[src/abmma_pkg.sv]
// Shared types and constants for the ADC block mean / moving sum block.
`timescale 1ns / 1ps

package abmma_pkg;

  // Channel count and field widths
  localparam int NCH       = 3;
  localparam int SAMPLE_W  = 12;
  localparam int GAIN_W    = 10;
  localparam int ACC_W     = 20;
  localparam int PROD_W    = ACC_W + GAIN_W;
  localparam int MEAN_W    = 29;
  localparam int TOTAL_W   = 38;
  localparam int CFG_IDX_W = 2;

  // Fixed scale applied to every block mean
  localparam int SCALE = 100;

  typedef logic [SAMPLE_W-1:0]  sample_t;
  typedef logic [GAIN_W-1:0]    gain_t;
  typedef logic [MEAN_W-1:0]    mean_t;
  typedef logic [TOTAL_W-1:0]   total_t;
  typedef logic [CFG_IDX_W-1:0] cfg_idx_t;

  typedef logic [NCH-1:0][ACC_W-1:0]   acc_vec_t;
  typedef logic [NCH-1:0][GAIN_W-1:0]  gain_vec_t;
  typedef logic [NCH-1:0][MEAN_W-1:0]  mean_vec_t;
  typedef logic [NCH-1:0][TOTAL_W-1:0] total_vec_t;

  // Configuration register indexes
  localparam cfg_idx_t REG_GAIN_CH0 = 2'd0;
  localparam cfg_idx_t REG_GAIN_CH1 = 2'd1;
  localparam cfg_idx_t REG_GAIN_CH2 = 2'd2;

  localparam gain_t GAIN_RESET = 10'd1;

  // Largest mean: full-scale sample times largest gain times the scale
  localparam mean_t MEAN_MAX = 29'd418918500;

  // One scan frame
  typedef struct packed {
    sample_t sample_ch0;
    sample_t sample_ch1;
    sample_t sample_ch2;
  } frame_t;

  // One result beat
  typedef struct packed {
    mean_t  mean_ch0;
    mean_t  mean_ch1;
    mean_t  mean_ch2;
    total_t window_sum_ch0;
    total_t window_sum_ch1;
    total_t window_sum_ch2;
  } result_t;

endpackage

[src/abmma_accum.sv]
// Per-channel block accumulator and frame counter.
`timescale 1ns / 1ps

module abmma_accum #(
  parameter int BLOCK = 16
) (
  input  logic                clk,
  input  logic                rst,
  input  logic                frame_valid,
  output logic                frame_stall,
  input  abmma_pkg::frame_t   frame,
  output logic                blk_valid,
  input  logic                blk_stall,
  output abmma_pkg::acc_vec_t blk_sum
);

  import abmma_pkg::*;

  localparam int CW = (BLOCK > 1) ? $clog2(BLOCK) : 1;
  localparam logic [CW-1:0] CNT_LAST = CW'(BLOCK - 1);

  acc_vec_t      acc;
  acc_vec_t      sum;
  logic [CW-1:0] cnt;
  logic          accept;
  logic          last;

  // Hold frames only while a finished block sum waits downstream
  assign frame_stall = blk_valid && blk_stall;
  assign accept      = frame_valid && !frame_stall;
  assign last        = (cnt == CNT_LAST);

  // Add this frame's samples
  always_comb begin
    sum[0] = acc[0] + ACC_W'(frame.sample_ch0);
    sum[1] = acc[1] + ACC_W'(frame.sample_ch1);
    sum[2] = acc[2] + ACC_W'(frame.sample_ch2);
  end

  // Advance the accumulators and the frame count, hand off a full block
  always_ff @(posedge clk) begin
    if (rst) begin
      acc       <= '0;
      cnt       <= '0;
      blk_valid <= 1'b0;
    end else begin
      if (accept) begin
        if (last) begin
          acc <= '0;
          cnt <= '0;
        end else begin
          acc <= sum;
          cnt <= cnt + CW'(1);
        end
      end
      if (accept && last) begin
        blk_valid <= 1'b1;
      end else if (!blk_stall) begin
        blk_valid <= 1'b0;
      end
    end
  end

  // Capture the block sum
  always_ff @(posedge clk) begin
    if (accept && last) begin
      blk_sum <= sum;
    end
  end

endmodule

[config.mk]
export PLATFORM = sky130hd
export DESIGN_NAME = abmma_accum
export DESIGN_NICKNAME = d
export VERILOG_FILES = /design/src/abmma_pkg.sv /design/src/abmma_accum.sv
export SDC_FILE = /design/constraint.sdc
export NUM_CORES = 1
export LEC_CHECK = 0
export ABC_AREA = 1
export BUFFER_PORTS_ARGS = -buffer_cell sky130_fd_sc_hd__buf_2
export CAP_MARGIN = 20
export CORE_MARGIN = 2
export CORE_UTILIZATION = 40
export CTS_CLUSTER_DIAMETER = 150
export DETAILED_ROUTE_END_ITERATION = 6
export PLACE_DENSITY_LB_ADDON = 0.1
export SYNTH_ARGS = -nofsm -noshare
export SYNTH_HDL_FRONTEND = slang
export SYNTH_SLANG_ARGS = --single-unit
[constraint.sdc]
create_clock -name clk -period 7.8 [get_ports clk]
set_input_delay 1.56 -clock clk [delete_from_list [all_inputs] [get_ports clk]]
set_output_delay 1.56 -clock clk [all_outputs]
set_load 0.05 [all_outputs]
==> out/qor.csv <==
metric;value;unit
outcome;finished, final reports clean;
r2r-start;blk_valid;
period_minus_slack;3650;ps
routed-via-count;6036;
cts_root_buf;clkbuf_16;
finalCritPeriodShare;46.8;%
postRouteWirelength;17000;um
yosys.area_share.simple;32.2;%
maxSlewViolCount;0;
cp_max_fo;2;
drt_pre_antenna_iters;5;
wl_per_cell;13.3;um
p_per_area;221;nW/um^2
finClkSkew;12.4;ps
vdd_drop_max;0.146;mV
r2r_end;acc[12];
cts_max_level;4;
postRouteAntennaNets;0;
cpMostUsedCell;buf_2;
worstPathRequired;6240;ps
cts-hold-fix-buffers;0;
postPlaceCellArea;7920;um^2
synth_area_per_cell;7.67;um^2
postCtsSetupRepairBufs;0;
min_from;acc[47];
overflow;0;
whs;467;ps
fin_area;8520;um^2
drtIter0Drc;350;
post-route-drc-count;0;
top_level_ports;102;
synth-xor-area-share;2.69;%
cellLeakagePower;3.96;nW
cp_slowest_cell;buf_2;
layout_common_cells;302 x nand2_1, 114 x inv_1, 101 x buf_2;
synth_mux_area_share;0;%
synth.area.top_cells;edfxtp_1 25%, dfxtp_1 18%, nand2_1 16%;
setup_viol;0;
crit_path_start_kind;primary input;
syn_to_final_growth;19.0;%
synth_top_family_by_area;simple AND/OR/NAND/NOR gates;
dp_hpwl;12200;um
drive_gt1_share;16.1;%
slowest_delay;260;ps
final_common_cell;nand2_1;
critical_path_class;in2out;
fp-row-count;48;
path_cells;buf_2 -> nand2_1 -> inv_1 -> buf_2;
p_total;0.00188;W
synth-adder-area-share;7.31;%
relSlewSlack;40.8;%
cts_tree;yes;
startpoint;blk_stall;
maxCapViolCount;0;
first_global_vias;5687;
synth_top_area_share;25.2;%
grt_pass1_wl;27600;um
vias_per_cell;4.73;
clock_sinks;125;
hold_viol;0;
syn_area;7160;um^2
diodes;0;
clk_path_buf_depth;2;
whs_endpoint;acc[47];
place_congestion;0.861;
worst_r2r_path_depth;7;
crit_arrival;2090;ps
nets;1119;
die_h;138;um
clock_latency;420;ps
hold_depth;2;
grt_max_degree;66;
dieWidth;138;um
fmax;274;MHz
antenna_found_initial;0;
yosysTopAreaCell;edfxtp_1;
end_kind;output port;
fin_setup_tns;0;ps
reg2reg_slack;5230;ps
synth_fp_nets;1014;
ys_seq_elements;125;
cts_resized;0;
core;17400;um^2
io_buffers;101;
track_usage;18.7;%
synth_compound_area_share;7.24;%
yosys_warnings;0;
worstMarginPinSlew;889;ps
path_clk_slew;50;ps
dieArea;19000;um^2
hold_path_class;reg2reg;
rsz0062_at_grt;no;
ys_types;30;
synthCells;934;
start_util;41.1;%
cts_inserted_buffers;17;
ys_seq_area_share;43.3;%
## final cells by class
class / instances / area [um^2]
fillers: 1780 / 8900
multi-input cells: 675 / 3570
flip-flops and latches: 125 / 3100
repair buffers: 106 / 543
clock buffers: 25 / 485
inverters: 114 / 428
well taps: 225 / 282
clock inverters: 7 / 110
## synthesized netlist by cell type (all sizes together)
library cell / count
a211oi: 1
a21oi: 78
a22oi: 6
a31oi: 1
and2: 31
buf: 10
clkbuf: 10
dfxtp: 65
edfxtp: 60
fa: 3
ha: 37
inv: 114
nand2: 310
nand3: 87
nand3b: 9
nand4: 6
nor2: 57
nor3: 9
nor4: 2
o21ai: 11
or2: 5
xor2: 22
## worst max-delay path by stage
stage	end	slack [ps]
2_1_floorplan	blk_sum[0]	2100
3_3_place_gp	acc[12]	3870
3_5_place_dp	acc[12]	3820
4_1_cts	frame_stall	4140
5_1_grt	acc[17]	4090
6_report	frame_stall	4150
## cell families after synthesis
logic type,count (synthesis)
AOI/OAI and AO/OA,97
xor gates and xnor gates,22
adders and majority gates,40
buffers and inverters,134
DFF,125
and+or+nand+nor,516
## per-layer routing
layer	wire length [um]	up-vias	GRT usage, %	share of wire [%]
li1	-	3238	-	-
met1	8670	2688	26.5	51
met2	7600	102	28.8	45
met3	605	8	3.35	3.6
met4	104	0	6.01	0.61
met5	0	-	0	0
## per-stage QoR
stage	cells	setup WS [ps]	utilization [%]
after floorplan	934	2100	-
after global placement	1245	3870	45.5
after detailed placement	1245	3820	45.5
after CTS	1277	4140	48.9
after global routing	1277	4090	48.9
final	1277	4150	48.9
## worst max-delay path, delay by kind of cell
kind / cells / cell delay, ps
simple gates: 1 / 100
buf+inv: 3 / 430
## registers in the layout, indices dropped and copies added, names as in the netlist
name	cells
acc	60
cnt	4
blk_sum	60
blk_valid	1
## power breakdown
group	switching (W)	internal (W)
clock network	0.000275	0.000525
logic	0.000216	0.000122
registers	0.0000157	0.000727
(Power assumes the default switching activity.)
