===== src/abmma_pkg.sv =====
// Shared types and constants for the ADC block mean / moving sum block.
`timescale 1ns / 1ps

package abmma_pkg;

  // Channel count and field widths
  localparam int NCH       = 3;
  localparam int SAMPLE_W  = 12;
  localparam int GAIN_W    = 10;
  localparam int ACC_W     = 20;
  localparam int PROD_W    = ACC_W + GAIN_W;
  localparam int MEAN_W    = 29;
  localparam int TOTAL_W   = 38;
  localparam int CFG_IDX_W = 2;

  // Fixed scale applied to every block mean
  localparam int SCALE = 100;

  typedef logic [SAMPLE_W-1:0]  sample_t;
  typedef logic [GAIN_W-1:0]    gain_t;
  typedef logic [MEAN_W-1:0]    mean_t;
  typedef logic [TOTAL_W-1:0]   total_t;
  typedef logic [CFG_IDX_W-1:0] cfg_idx_t;

  typedef logic [NCH-1:0][ACC_W-1:0]   acc_vec_t;
  typedef logic [NCH-1:0][GAIN_W-1:0]  gain_vec_t;
  typedef logic [NCH-1:0][MEAN_W-1:0]  mean_vec_t;
  typedef logic [NCH-1:0][TOTAL_W-1:0] total_vec_t;

  // Configuration register indexes
  localparam cfg_idx_t REG_GAIN_CH0 = 2'd0;
  localparam cfg_idx_t REG_GAIN_CH1 = 2'd1;
  localparam cfg_idx_t REG_GAIN_CH2 = 2'd2;

  localparam gain_t GAIN_RESET = 10'd1;

  // Largest mean: full-scale sample times largest gain times the scale
  localparam mean_t MEAN_MAX = 29'd418918500;

  // One scan frame
  typedef struct packed {
    sample_t sample_ch0;
    sample_t sample_ch1;
    sample_t sample_ch2;
  } frame_t;

  // One result beat
  typedef struct packed {
    mean_t  mean_ch0;
    mean_t  mean_ch1;
    mean_t  mean_ch2;
    total_t window_sum_ch0;
    total_t window_sum_ch1;
    total_t window_sum_ch2;
  } result_t;

endpackage


===== src/abmma_scale.sv =====
// Scaled block mean pipeline: sum times gain times 100, divided by BLOCK.
`timescale 1ns / 1ps

module abmma_scale #(
  parameter int BLOCK = 16
) (
  input  logic                 clk,
  input  logic                 rst,
  input  abmma_pkg::gain_vec_t gain,
  input  logic                 up_valid,
  output logic                 up_stall,
  input  abmma_pkg::acc_vec_t  up_sum,
  output logic                 dn_valid,
  input  logic                 dn_stall,
  output abmma_pkg::mean_vec_t dn_mean
);

  import abmma_pkg::*;

  // Quotient of the product by BLOCK through an exact reciprocal multiply
  localparam int L       = (BLOCK > 1) ? $clog2(BLOCK) : 0;
  localparam int RW      = (BLOCK > 1) ? $clog2(BLOCK) : 1;
  localparam int Q_SHIFT = PROD_W + L;
  localparam int QR_W    = PROD_W + 1;
  localparam int QP_W    = PROD_W + QR_W;
  localparam longint unsigned Q_RECIP_L =
    ((64'd1 << Q_SHIFT) + 64'(BLOCK) - 64'd1) / 64'(BLOCK);
  localparam logic [QR_W-1:0] Q_RECIP = QR_W'(Q_RECIP_L);

  // Remainder times the scale, divided by BLOCK, the same way
  localparam int F_W      = $clog2(SCALE * BLOCK);
  localparam int F_SHIFT  = F_W + L;
  localparam int FM_W     = F_W + 8;
  localparam int FP_W     = RW + FM_W;
  localparam longint unsigned F_RECIP_L =
    ((64'd1 << F_SHIFT) + 64'(BLOCK) - 64'd1) / 64'(BLOCK);
  localparam logic [FM_W-1:0] F_MULT = FM_W'(F_RECIP_L * 64'(SCALE));

  logic                   v1, v2, v3, v4;
  logic                   r1, r2, r3, r4;
  logic [PROD_W-1:0]      p1 [NCH];
  logic [PROD_W-1:0]      p2 [NCH];
  logic [PROD_W-1:0]      qp2 [NCH];
  logic [RW-1:0]          rp3 [NCH];
  mean_t                  qs3 [NCH];
  mean_vec_t              mean4;
  logic [QP_W-1:0]        qprod [NCH];
  logic [FP_W-1:0]        fprod [NCH];

  // Stage readiness from the far end backward
  assign r4       = !v4 || !dn_stall;
  assign r3       = !v3 || r4;
  assign r2       = !v2 || r3;
  assign r1       = !v1 || r2;
  assign up_stall = !r1;
  assign dn_valid = v4;
  assign dn_mean  = mean4;

  // Reciprocal products
  always_comb begin
    for (int c = 0; c < NCH; c++) begin
      qprod[c] = QP_W'(p1[c]) * QP_W'(Q_RECIP);
      fprod[c] = FP_W'(rp3[c]) * FP_W'(F_MULT);
    end
  end

  // Advance stage valids
  always_ff @(posedge clk) begin
    if (rst) begin
      v1 <= 1'b0;
      v2 <= 1'b0;
      v3 <= 1'b0;
      v4 <= 1'b0;
    end else begin
      if (r1) v1 <= up_valid;
      if (r2) v2 <= v1;
      if (r3) v3 <= v2;
      if (r4) v4 <= v3;
    end
  end

  // Stage payloads: product, quotient, remainder, mean
  always_ff @(posedge clk) begin
    for (int c = 0; c < NCH; c++) begin
      if (r1) begin
        p1[c] <= PROD_W'(up_sum[c]) * PROD_W'(gain[c]);
      end
      if (r2) begin
        p2[c]  <= p1[c];
        qp2[c] <= PROD_W'(qprod[c] >> Q_SHIFT);
      end
      if (r3) begin
        rp3[c] <= RW'(p2[c] - qp2[c] * PROD_W'(BLOCK));
        qs3[c] <= MEAN_W'(qp2[c] * PROD_W'(SCALE));
      end
      if (r4) begin
        mean4[c] <= qs3[c] + MEAN_W'(fprod[c] >> F_SHIFT);
      end
    end
  end

endmodule


===== config.mk =====
export PLATFORM = sky130hd
export DESIGN_NAME = abmma_scale
export DESIGN_NICKNAME = d
export VERILOG_FILES = /design/src/abmma_pkg.sv /design/src/abmma_scale.sv
export SDC_FILE = /design/constraint.sdc
export NUM_CORES = 2
export LEC_CHECK = 0
export BUFFER_PORTS_ARGS = -buffer_cell sky130_fd_sc_hd__buf_2
export CORE_ASPECT_RATIO = 0.6
export CORE_MARGIN = 3
export CORE_UTILIZATION = 60
export DETAILED_ROUTE_END_ITERATION = 16
export MAX_ROUTING_LAYER = met4
export PLACE_DENSITY = 0.85
export SLEW_MARGIN = 20
export SYNTH_ARGS = -nofsm -noshare
export SYNTH_HDL_FRONTEND = slang
export SYNTH_SLANG_ARGS = --single-unit

===== constraint.sdc =====
create_clock -name clk -period 8.6 [get_ports clk]
set_input_delay 0.86 -clock clk [delete_from_list [all_inputs] [get_ports clk]]
set_output_delay 0.86 -clock clk [all_outputs]
set_load 0.02 [all_outputs]

==> qor.yml <==
status: "finished clean"
place_hpwl_microns: 67900
fill_cells: 4967
overflow: 0
multi_input_area_sq_um: 25200
gp_congestion: 0.898
cp_data_required_time_ns: 8.89
io_buffers: 182
syn_area_sq_um: 39600
htree_levels: 2
cts_resized: 0
vias_per_cell: 5.57
post_cts.repair.setup_buffers: 0
ys_async_sr_fraction_pct: 0
yosysTopAreaCell: "edfxtp_1"
cts_tree: "built"
final_cell_mix: "inv_1, fa_1, ha_1, nand2_1, edfxtp_1"
start_util_pct: 61.0
die_w_microns: 338
period_needed_ns: 6.12
setup_viol: 0
worstHoldPathType: "flip-flop to flip-flop"
path_clk_slew_ns: 0.07
seqCellArea_sq_um: 10900
dieArea_sq_um: 69200
skew_ns: 0.0399
clk_latency_ns: 0.53
vias: 27013
cts.sinks: 364
grt_first_pass_wirelength_microns: 140000
relSlewSlack_pct: 36.0
path_class: "primary input to flip-flop"
routed_wl_microns: 84400
cts-root-buf: "clkbuf_16"
post_synth_inst_count: 3892
setup_tns_ns: 0
fp-row-count: 72
seq_area_frac_synth_pct: 27.5
critPathLaunchType: "primary input"
yosys_warnings: 0
grt_max_degree: 83
synth_top_area_share_pct: 27.3
grt_pass1_vias: 27585
crit_fanout: 20
grt_use_total_pct: 25.7
rsz0062_at_grt: "false"
synth_area_per_cell_sq_um: 10.2
synth_area_leaders: "edfxtp_1, fa_1, ha_1, inv_1, and2_1"
drv_slew: 0
clk_path_buf_depth: 3
wire_per_inst_microns: 17.4
cts_hold_buf: 0
syn_to_final_growth_pct: 6.59
drc: 0
drv_cap: 0
antenna_found_initial: 2
endpoint_kind: "flip-flop"
cp_data_arrival_time_ns: 6.41
drt_iter0_markers: 2459
hold_viol: 0
final_common_cell: "inv_1"
antenna_left: 0
dr.pass1.iters: 6
ys_types: 70
cts_buffers: 35
synth_edf_count: 360
drive_gt1_share_pct: 6.12
final.period_utilization_pct: 71.2
synth-seq-cells: 364
die_h_microns: 205
core_area_sq_um: 64900
boundaryPins: 183
worst_pin_slew_ns: 0.960
fmax_mhz: 163
nets: 5011
synth_nets: 4922
synthFlopType: "edfxtp_1"
-- Yosys cell counts (3+ instances only) --
master,number
a211oi_1,13
inv_1,788
nand2_1,398
xnor2_1,155
a31oi_1,17
clkbuf_1,134
a21oi_1,144
o21bai_1,19
or3_1,3
edfxtp_1,360
o21a_1,17
or2_1,5
nand3_1,52
nand2b_1,11
o22ai_1,3
nor3b_1,6
o21ai_0,47
ha_1,441
nand4_1,21
a31o_2,3
nor3_1,14
dfxtp_1,4
o21ai_1,20
a21boi_0,5
a2111oi_0,4
nand3b_1,3
o211ai_1,4
a21o_1,95
fa_1,495
and3_1,36
nor4_1,3
o2111ai_1,3
nor2b_1,9
and2_1,305
a211o_1,6
xor2_1,76
o31ai_1,12
nor2_1,115
and4_1,8
-- kinds of logic (layout without fill, tap and decap cells) --
kind of cell	after synthesis	after routing	share of synthesized area, %
xor gates and xnor gates	231	231	5.11
muxes	1	1	0.0253
buffers and inverters	922	1032	8.75
AOI/OAI and AO/OA	443	443	7.21
other	0	1	0
DFF	364	364	27.5
and+or+nand+nor	995	995	12.4
adders and majority gates	936	936	39.0
-- metrics by stage --
step                cells  cell area, sq um  utilization [%]  setup WS [ns]  hold slack, ns
floorplan            3892             39600                -           2.58           0.400
global placement     4795             41100             63.4           2.13           0.400
detailed placement   4795             41100             63.4           2.06           0.405
CTS                  4853             42200             65.0           2.60           0.398
global route         4854             42200             65.0           2.16           0.410
finish               4854             42200             65.0           2.48           0.404
-- per-layer routing --
metal  GRT usage (%)  up-vias  part of all wire, %
li1                -    12595                    -
met3            4.93      130                  9.4
met2            36.9     1140                   42
met1            38.6    13148                   47
met5               -        -                    0
met4            4.57        0                  1.8
-- worst max-delay path, stage by stage --
cell and delay [ns]:
buf_2 0.35, nand2_1 0.14, fa_1 0.56, inv_1 0.05, fa_1 0.51, inv_1 0.07, fa_1 0.53, inv_1 0.05
fa_1 0.47, inv_1 0.05, fa_1 0.47, inv_1 0.04, ha_1 0.36, nand3_1 0.17, nor4_1 0.41, or2_1 0.20
nor2_1 0.10, o31ai_1 0.63, and4b_1 0.32, nor3_1 0.06
-- cell type report --
class | count | area share [%]
antenna | 1 | 0.00593
multi-input combinational | 2606 | 59.9
clock buffer | 39 | 2.11
tap | 851 | 2.52
sequential | 364 | 25.8
clock inverter | 19 | 0.421
inverter | 788 | 7.02
timing repair buffer | 186 | 2.24
-- state kept, by name, summed over array words and instances (netlist names) --
| register | cells |
|---|---|
| p1 | 90 |
| p2 | 89 |
| dn_mean | 87 |
| qs3 | 81 |
| rp3 | 12 |
| dn_valid | 1 |
| qp2 | 1 |
| v1 | 1 |
| v2 | 1 |
| v3 | 1 |
-- worst paths after layout --
| check | endpoint | depth (start not counted) | start | slack (ns) |
|---|---|---|---|---|
| worst max register to register | qs3[0][53] | 14 | p2[0][38] | 4.23 |
| worst max-delay path | p1[0][59] | 20 | gain[11] | 2.48 |
| worst min register to register | p2[0][83] | 0 | p1[0][83] | 0.40 |
| worst min-delay path | p2[0][83] | 0 | p1[0][83] | 0.40 |
Power is not shown: default switching activity piles up to over one toggle a cycle in this logic, so the estimate is an artifact.
